`config.mk`:
```
export PLATFORM = sky130hd
export DESIGN_NAME = sorted_key_set_top
export DESIGN_NICKNAME = d
export VERILOG_FILES = /design/src/sks_pkg.sv /design/src/sks_cell.sv /design/src/sorted_key_set_top.sv
export SDC_FILE = /design/constraint.sdc
export NUM_CORES = 1
export LEC_CHECK = 0
export BUFFER_PORTS_ARGS = -buffer_cell sky130_fd_sc_hd__buf_2
export CAP_MARGIN = 5
export CORE_MARGIN = 2
export CORE_UTILIZATION = 30
export CTS_BUF_LIST = sky130_fd_sc_hd__clkbuf_4 sky130_fd_sc_hd__clkbuf_8
export DETAILED_ROUTE_END_ITERATION = 8
export GPL_TIMING_DRIVEN = 0
export HOLD_SLACK_MARGIN = 0.1
export MAX_ROUTING_LAYER = met4
export PLACE_DENSITY_LB_ADDON = 0.08
export SLEW_MARGIN = 20
export SYNTH_ARGS = -nofsm -noshare
export SYNTH_HDL_FRONTEND = slang
export SYNTH_SLANG_ARGS = --single-unit
```
`constraint.sdc`:
```
create_clock -name clk_i -period 4.3 [get_ports clk_i]
set_input_delay 0.43 -clock clk_i [delete_from_list [all_inputs] [get_ports clk_i]]
set_output_delay 0.43 -clock clk_i [all_outputs]
set_load 0.01 [all_outputs]
```
`src/sks_pkg.sv`:
```
// sks_pkg: types, constants and codes shared by the sorted key set.
// No dependencies.
`timescale 1ns / 1ps

package sks_pkg;

  localparam int unsigned CAPACITY = 16;
  localparam int unsigned KEY_BITS = 16;
  localparam int unsigned CNT_W    = $clog2(CAPACITY + 1);

  localparam int unsigned KEY_FIELD_W = 16;
  localparam int unsigned STATUS_W    = 2;
  localparam int unsigned ENTRY_W     = 5;
  localparam int unsigned IN_DATA_W   = 16;
  localparam int unsigned OUT_DATA_W  = 8;

  typedef enum logic {
    KIND_INSERT = 1'b0,
    KIND_DELETE = 1'b1
  } kind_e;

  typedef enum logic [STATUS_W-1:0] {
    ST_DONE     = 2'd0,
    ST_NOCHANGE = 2'd1,
    ST_FULL     = 2'd2
  } status_e;

  typedef logic [KEY_BITS-1:0] key_t;

  typedef struct packed {
    logic valid;
    key_t key;
  } slot_t;

  typedef struct packed {
    logic ins;
    logic del;
    key_t key;
  } cell_ctrl_t;

endpackage

```
`src/sks_cell.sv`:
```
// sks_cell: one slot of the sorted chain; compares its key with the request
// key and takes its own, the request's or a neighbour's slot. Uses sks_pkg.
`timescale 1ns / 1ps

module sks_cell (
  input  logic                clk_i,
  input  logic                rst_ni,
  input  sks_pkg::cell_ctrl_t ctrl_i,
  input  sks_pkg::slot_t      prev_slot_i,
  input  logic                prev_lt_i,
  input  sks_pkg::slot_t      next_slot_i,
  output sks_pkg::slot_t      slot_o,
  output logic                lt_o,
  output logic                eq_o
);
  import sks_pkg::*;

  logic valid_q, valid_d;
  key_t key_q, key_d;

  assign lt_o   = valid_q && (key_q < ctrl_i.key);
  assign eq_o   = valid_q && (key_q == ctrl_i.key);
  assign slot_o = '{valid: valid_q, key: key_q};

  always_comb begin
    valid_d = valid_q;
    key_d   = key_q;
    if (ctrl_i.ins && !lt_o) begin
      if (prev_lt_i) begin
        valid_d = 1'b1;
        key_d   = ctrl_i.key;
      end else begin
        valid_d = prev_slot_i.valid;
        key_d   = prev_slot_i.key;
      end
    end else if (ctrl_i.del && !lt_o) begin
      valid_d = next_slot_i.valid;
      key_d   = next_slot_i.key;
    end
  end

  always_ff @(posedge clk_i or negedge rst_ni) begin
    if (!rst_ni) begin
      valid_q <= 1'b0;
    end else begin
      valid_q <= valid_d;
    end
  end

  always_ff @(posedge clk_i) begin
    key_q <= key_d;
  end

endmodule

```
`src/sorted_key_set_top.sv`:
```
// sorted_key_set_top: stream wrapper, chain of sks_cell slots, entry counter
// and result register. Uses sks_pkg and sks_cell.
`timescale 1ns / 1ps

// Holds up to CAPACITY distinct keys in ascending order in a row of cells.
// One request (insert or delete) is taken per cycle: every cell compares its
// key with the request key in the same cycle and either keeps its slot,
// takes the new key, or shifts from its neighbour, so a request completes in
// the cycle it is accepted and its result appears in the output register on
// the next cycle. The output register lets a new request in while the
// previous result is being taken; input ready drops only while a result is
// held and not taken. No clearing pass after reset: slots start empty.
module sorted_key_set_top (
  input  logic                            clk_i,
  input  logic                            rst_ni,
  input  logic                            s_axis_tvalid_i,
  output logic                            s_axis_tready_o,
  input  logic [sks_pkg::IN_DATA_W-1:0]   s_axis_tdata_i,  // key[15:0]
  input  logic                            s_axis_tuser_i,  // kind[0]
  output logic                            m_axis_tvalid_o,
  input  logic                            m_axis_tready_i,
  output logic [sks_pkg::OUT_DATA_W-1:0]  m_axis_tdata_o   // status[1:0], entry_count[6:2], pad
);
  import sks_pkg::*;

  logic       accept;
  kind_e      kind;
  key_t       req_key;
  cell_ctrl_t ctrl;
  slot_t      slots   [CAPACITY];
  logic [CAPACITY-1:0] lt, eq;
  logic       present, full;
  logic [CNT_W-1:0] count_q, count_d;
  status_e    status;
  logic       out_valid_q;
  logic [OUT_DATA_W-1:0] out_data_q;

  assign s_axis_tready_o = !out_valid_q || m_axis_tready_i;
  assign accept          = s_axis_tvalid_i && s_axis_tready_o;
  assign kind            = kind_e'(s_axis_tuser_i);
  assign req_key         = s_axis_tdata_i[KEY_BITS-1:0];

  assign present = |eq;
  assign full    = slots[CAPACITY-1].valid;

  always_comb begin
    ctrl.key = req_key;
    ctrl.ins = 1'b0;
    ctrl.del = 1'b0;
    status   = ST_NOCHANGE;
    count_d  = count_q;
    if (kind == KIND_INSERT) begin
      if (present) begin
        status = ST_NOCHANGE;
      end else if (full) begin
        status = ST_FULL;
      end else begin
        status   = ST_DONE;
        ctrl.ins = accept;
        count_d  = count_q + 1'b1;
      end
    end else begin
      if (present) begin
        status   = ST_DONE;
        ctrl.del = accept;
        count_d  = count_q - 1'b1;
      end
    end
  end

  for (genvar i = 0; i < CAPACITY; i++) begin : g_cell
    slot_t prev_slot, next_slot;
    logic  prev_lt;
    if (i == 0) begin : g_first
      assign prev_slot = '{valid: 1'b0, key: '0};
      assign prev_lt   = 1'b1;
    end else begin : g_mid
      assign prev_slot = slots[i-1];
      assign prev_lt   = lt[i-1];
    end
    if (i == CAPACITY - 1) begin : g_last
      assign next_slot = '{valid: 1'b0, key: '0};
    end else begin : g_inner
      assign next_slot = slots[i+1];
    end
    sks_cell u_cell (
      .clk_i       (clk_i),
      .rst_ni      (rst_ni),
      .ctrl_i      (ctrl),
      .prev_slot_i (prev_slot),
      .prev_lt_i   (prev_lt),
      .next_slot_i (next_slot),
      .slot_o      (slots[i]),
      .lt_o        (lt[i]),
      .eq_o        (eq[i])
    );
  end

  always_ff @(posedge clk_i or negedge rst_ni) begin
    if (!rst_ni) begin
      count_q     <= '0;
      out_valid_q <= 1'b0;
    end else begin
      if (accept) begin
        count_q     <= count_d;
        out_valid_q <= 1'b1;
      end else if (m_axis_tready_i) begin
        out_valid_q <= 1'b0;
      end
    end
  end

  always_ff @(posedge clk_i) begin
    if (accept) begin
      out_data_q <= {1'b0, ENTRY_W'(count_d), status};
    end
  end

  assign m_axis_tvalid_o = out_valid_q;
  assign m_axis_tdata_o  = out_data_q;

endmodule

```
==> results.toml <==
[detailed_routing]
drt-initial-drc-count = 1022
ant_nets = 0
route.detailed.drc = 0
drt_first_pass_iters = 5
routed_wirelength_um = 77100
vias = 16000
via_per_inst = 5.31
routedWlPerCell_um = 25.6

[floorplanning]
initial_core_util_pct = 30.2
die_y_um = 263
std_cell_rows = 95
die_area_mm2 = 0.0693
die_w_um = 263
coreArea_mm2 = 0.0668
io_pins = 31

[yosys]
synthAdderAreaFrac_pct = 16.0
avgSynthCellArea_um2 = 10.1
syn_inst = 1993
synth_edf_count = 263
synthArstFlopShare_pct = 7.72
synth_xor_area_share_pct = 0.391
synth_area_leaders = "edfxtp_1 (39%), ha_1 (16%), a21oi_1 (8.8%)"
yosys-top-cells-count = "a21oi_1 (353), nor2_1 (304), edfxtp_1 (263)"
synth_most_common_cell = "a21oi_1"
ys_seq_area_share_pct = 41.9
synthesis.nets = 2272
syn_area_mm2 = 0.0202
synth_top_family_by_area = "adder cells"
ys_types = 57
yosys.area.top_type_share_pct = 39.2
synthMuxAreaShare_pct = 10.6
synth_compound_area_share_pct = 15.4
ys_seq_elements = 285
synth-simple-area-share_pct = 12.4
yosys_warnings = 0
yosys.area.top_type = "edfxtp_1"
synth_ff_type = "edfxtp_1"

[worst_setup_path]
criticalPathCategory = "in -> reg"
start_kind = "input pin"
reg2reg_from = "g_cell[4].u_cell.key_q[5]$_DFFE_PP_"
r2r_cells = 12
cp.required_ns = 4.66
critPathMaxFanout = 22
timing.critical_path.arrival_ns = 4.46
reg2reg_slack_ns = 0.20
endpoint_kind = "flip-flop"
regToRegEndpoint = "g_cell[15].u_cell.key_q[11]$_SDFFCE_PN0P_"

[timing]
rsz0062_at_grt = "no"
worst_pin_slew_ns = 1.20
fin_skew_ns = 0.0227
setup_viol = 0
drv_slew = 0
fin_crit_sh_pct = 95.4
holdWs_ns = 0.316
final.min_clock_period_ns = 4.10
finalWorstSetupSlack_ns = 0.199
slew_headroom_pct = 19.9
finalHoldViolations = 0
max_freq_ghz = 0.244

[clock_network]
cts.clk_slew.worst_paths_ns = 0.07
cts_sinks = 285
clk_latency_ns = 0.66
postCtsSetupBuffers = 0
cts_max_level = 2
cts_buffer_depth = 3
numCtsBuffers = 54
cts_tree = "yes"
root_buffer = "clkbuf_8"

[place]
post-place-ws_ns = -1.31
port_buffers = 29
placed_cell_area_mm2 = 0.0217
gp_congestion = 0.834
place_hpwl_um = 57700

[power_and_ir_drop]
power_mw = 6.48
powerDensity_mw_per_mm2 = 282
ir_worst_vdd_uv = 166
p_leak_nw = 9.75

[grt]
antenna_found_initial = 2
grt_max_degree = 24
grt_pass1_vias = 16100
grt_pass1_wl_um = 112000
grt_usage_pct = 22.5
grt_overflow = 0

[layout]
regArea_mm2 = 0.00845
finish.utilization_pct = 34.3
postLayoutCellArea_mm2 = 0.0229
nets = 2375
nFillCells = 6862
syn_to_final_growth_pct = 13.8
drive_above_1_share_pct = 12.4
multiInputGateArea_mm2 = 0.0111

[job]
drv_cap = 0

[outcome]
status = "completed"

[worst_hold_path]
worst_hold_path_type = "in -> async"
stage by stage:
step	TNS, ns	std cells
detailed placement	-253.09	2910
finish	0	3016
global placement	-716.56	2895
global route	0	3016
CTS	0	3015
floorplan	0	1993
worst max-delay path: stages:
cell and delay [ns]:
buf_2 0.11, inv_2 0.62, ha_1 0.28, nand4_1 0.17, or4_1 0.56, o22ai_1 0.35, a221oi_1 0.20, nand4b_2 0.26
buf_6 0.22, buf_6 0.21, buf_4 0.23, a21oi_1 0.16, nor3_4 0.37, buf_4 0.26
layout make-up:
| class | count | area share (%) |
|---|---|---|
| well taps | 873 | 4.76 |
| multi-input cells | 1560 | 48.4 |
| inverters | 47 | 0.769 |
| repair buffers | 47 | 2.08 |
| clock buffers | 86 | 4.53 |
| flip-flops and latches | 285 | 36.8 |
| plain buffers | 101 | 2.16 |
| clock inverters | 16 | 0.420 |
| diodes | 1 | 0.0109 |
timing repair:
item                                    4_1_cts  5_1_grt
hold endpoints to repair                     23        0
hold buffers                                  3        0
gates resized for setup                       9        3
endpoints found under the setup margin      151       26
kinds of logic (layout without fill, tap and decap cells):
kind of cell             Yosys count  in the layout
AND/OR/NAND/NOR                  530            530
other                              1              2
buffers and inverters            148            297
multiplexers                     201            201
XOR/XNOR                           9              9
flip-flops                       285            285
adder cells (fa/ha/maj)          258            258
AO/OA/AOI/OAI                    561            561
layer usage:
layer / part of all wire [%] / global-route usage (%) / vias to the layer above
met4: 3.1 / 6.81 / 0
met2: 44 / 34.0 / 378
met5: 0 / - / -
met3: 4.2 / 2.76 / 104
li1: - / - / 7673
met1: 49 / 31.6 / 7874
flip-flops by register name (all words and copies together) (netlist names):
signal / count
g_cell.u_cell.key_q: 256
g_cell.u_cell.valid_q: 16
m_axis_tdata_o: 7
count_q: 5
m_axis_tvalid_o: 1
power by group:
part / switching, mW / internal (mW)
Clock: 1.27 / 1.59
Combinational: 0.398 / 0.209
Sequential: 0.0126 / 3.00
Total: 1.68 / 4.79
worst max-delay path by stage:
stage | start | to | slack [ns] | depth (start not counted)
after floorplan | s_axis_tdata_i[3] | g_cell[15].u_cell.key_q[0]$_SDFFCE_PN0P_ | 0.12 | 12
after global placement | s_axis_tdata_i[4] | g_cell[9].u_cell.valid_q$_DFFE_PN0P_ | -2.27 | 11
after detailed placement | s_axis_tdata_i[5] | g_cell[5].u_cell.key_q[8]$_DFFE_PP_ | -1.31 | 11
after CTS | g_cell[4].u_cell.key_q[5]$_DFFE_PP_ | g_cell[15].u_cell.key_q[11]$_SDFFCE_PN0P_ | 0.02 | 12
after global routing | g_cell[4].u_cell.key_q[6]$_DFFE_PP_ | g_cell[15].u_cell.key_q[11]$_SDFFCE_PN0P_ | 0.02 | 12
final | s_axis_tdata_i[5] | g_cell[15].u_cell.key_q[11]$_SDFFCE_PN0P_ | 0.20 | 14
cells in the final DEF, fill, tap and decap left out, types with 51 or more instances in the layout:
cell type | netlist | routed
a21oi_1 | 353 | 353
nor2_1 | 304 | 304
edfxtp_1 | 263 | 263
ha_1 | 258 | 258
mux2i_1 | 165 | 164
o21ai_0 | 94 | 94
clkbuf_8 | 0 | 63
buf_2 | 29 | 58
a21o_1 | 57 | 57
nand4_1 | 57 | 57
nand2_1 | 51 | 51
clkbuf_1 | 63 | 51
Power figures use the tool's default switching activity.
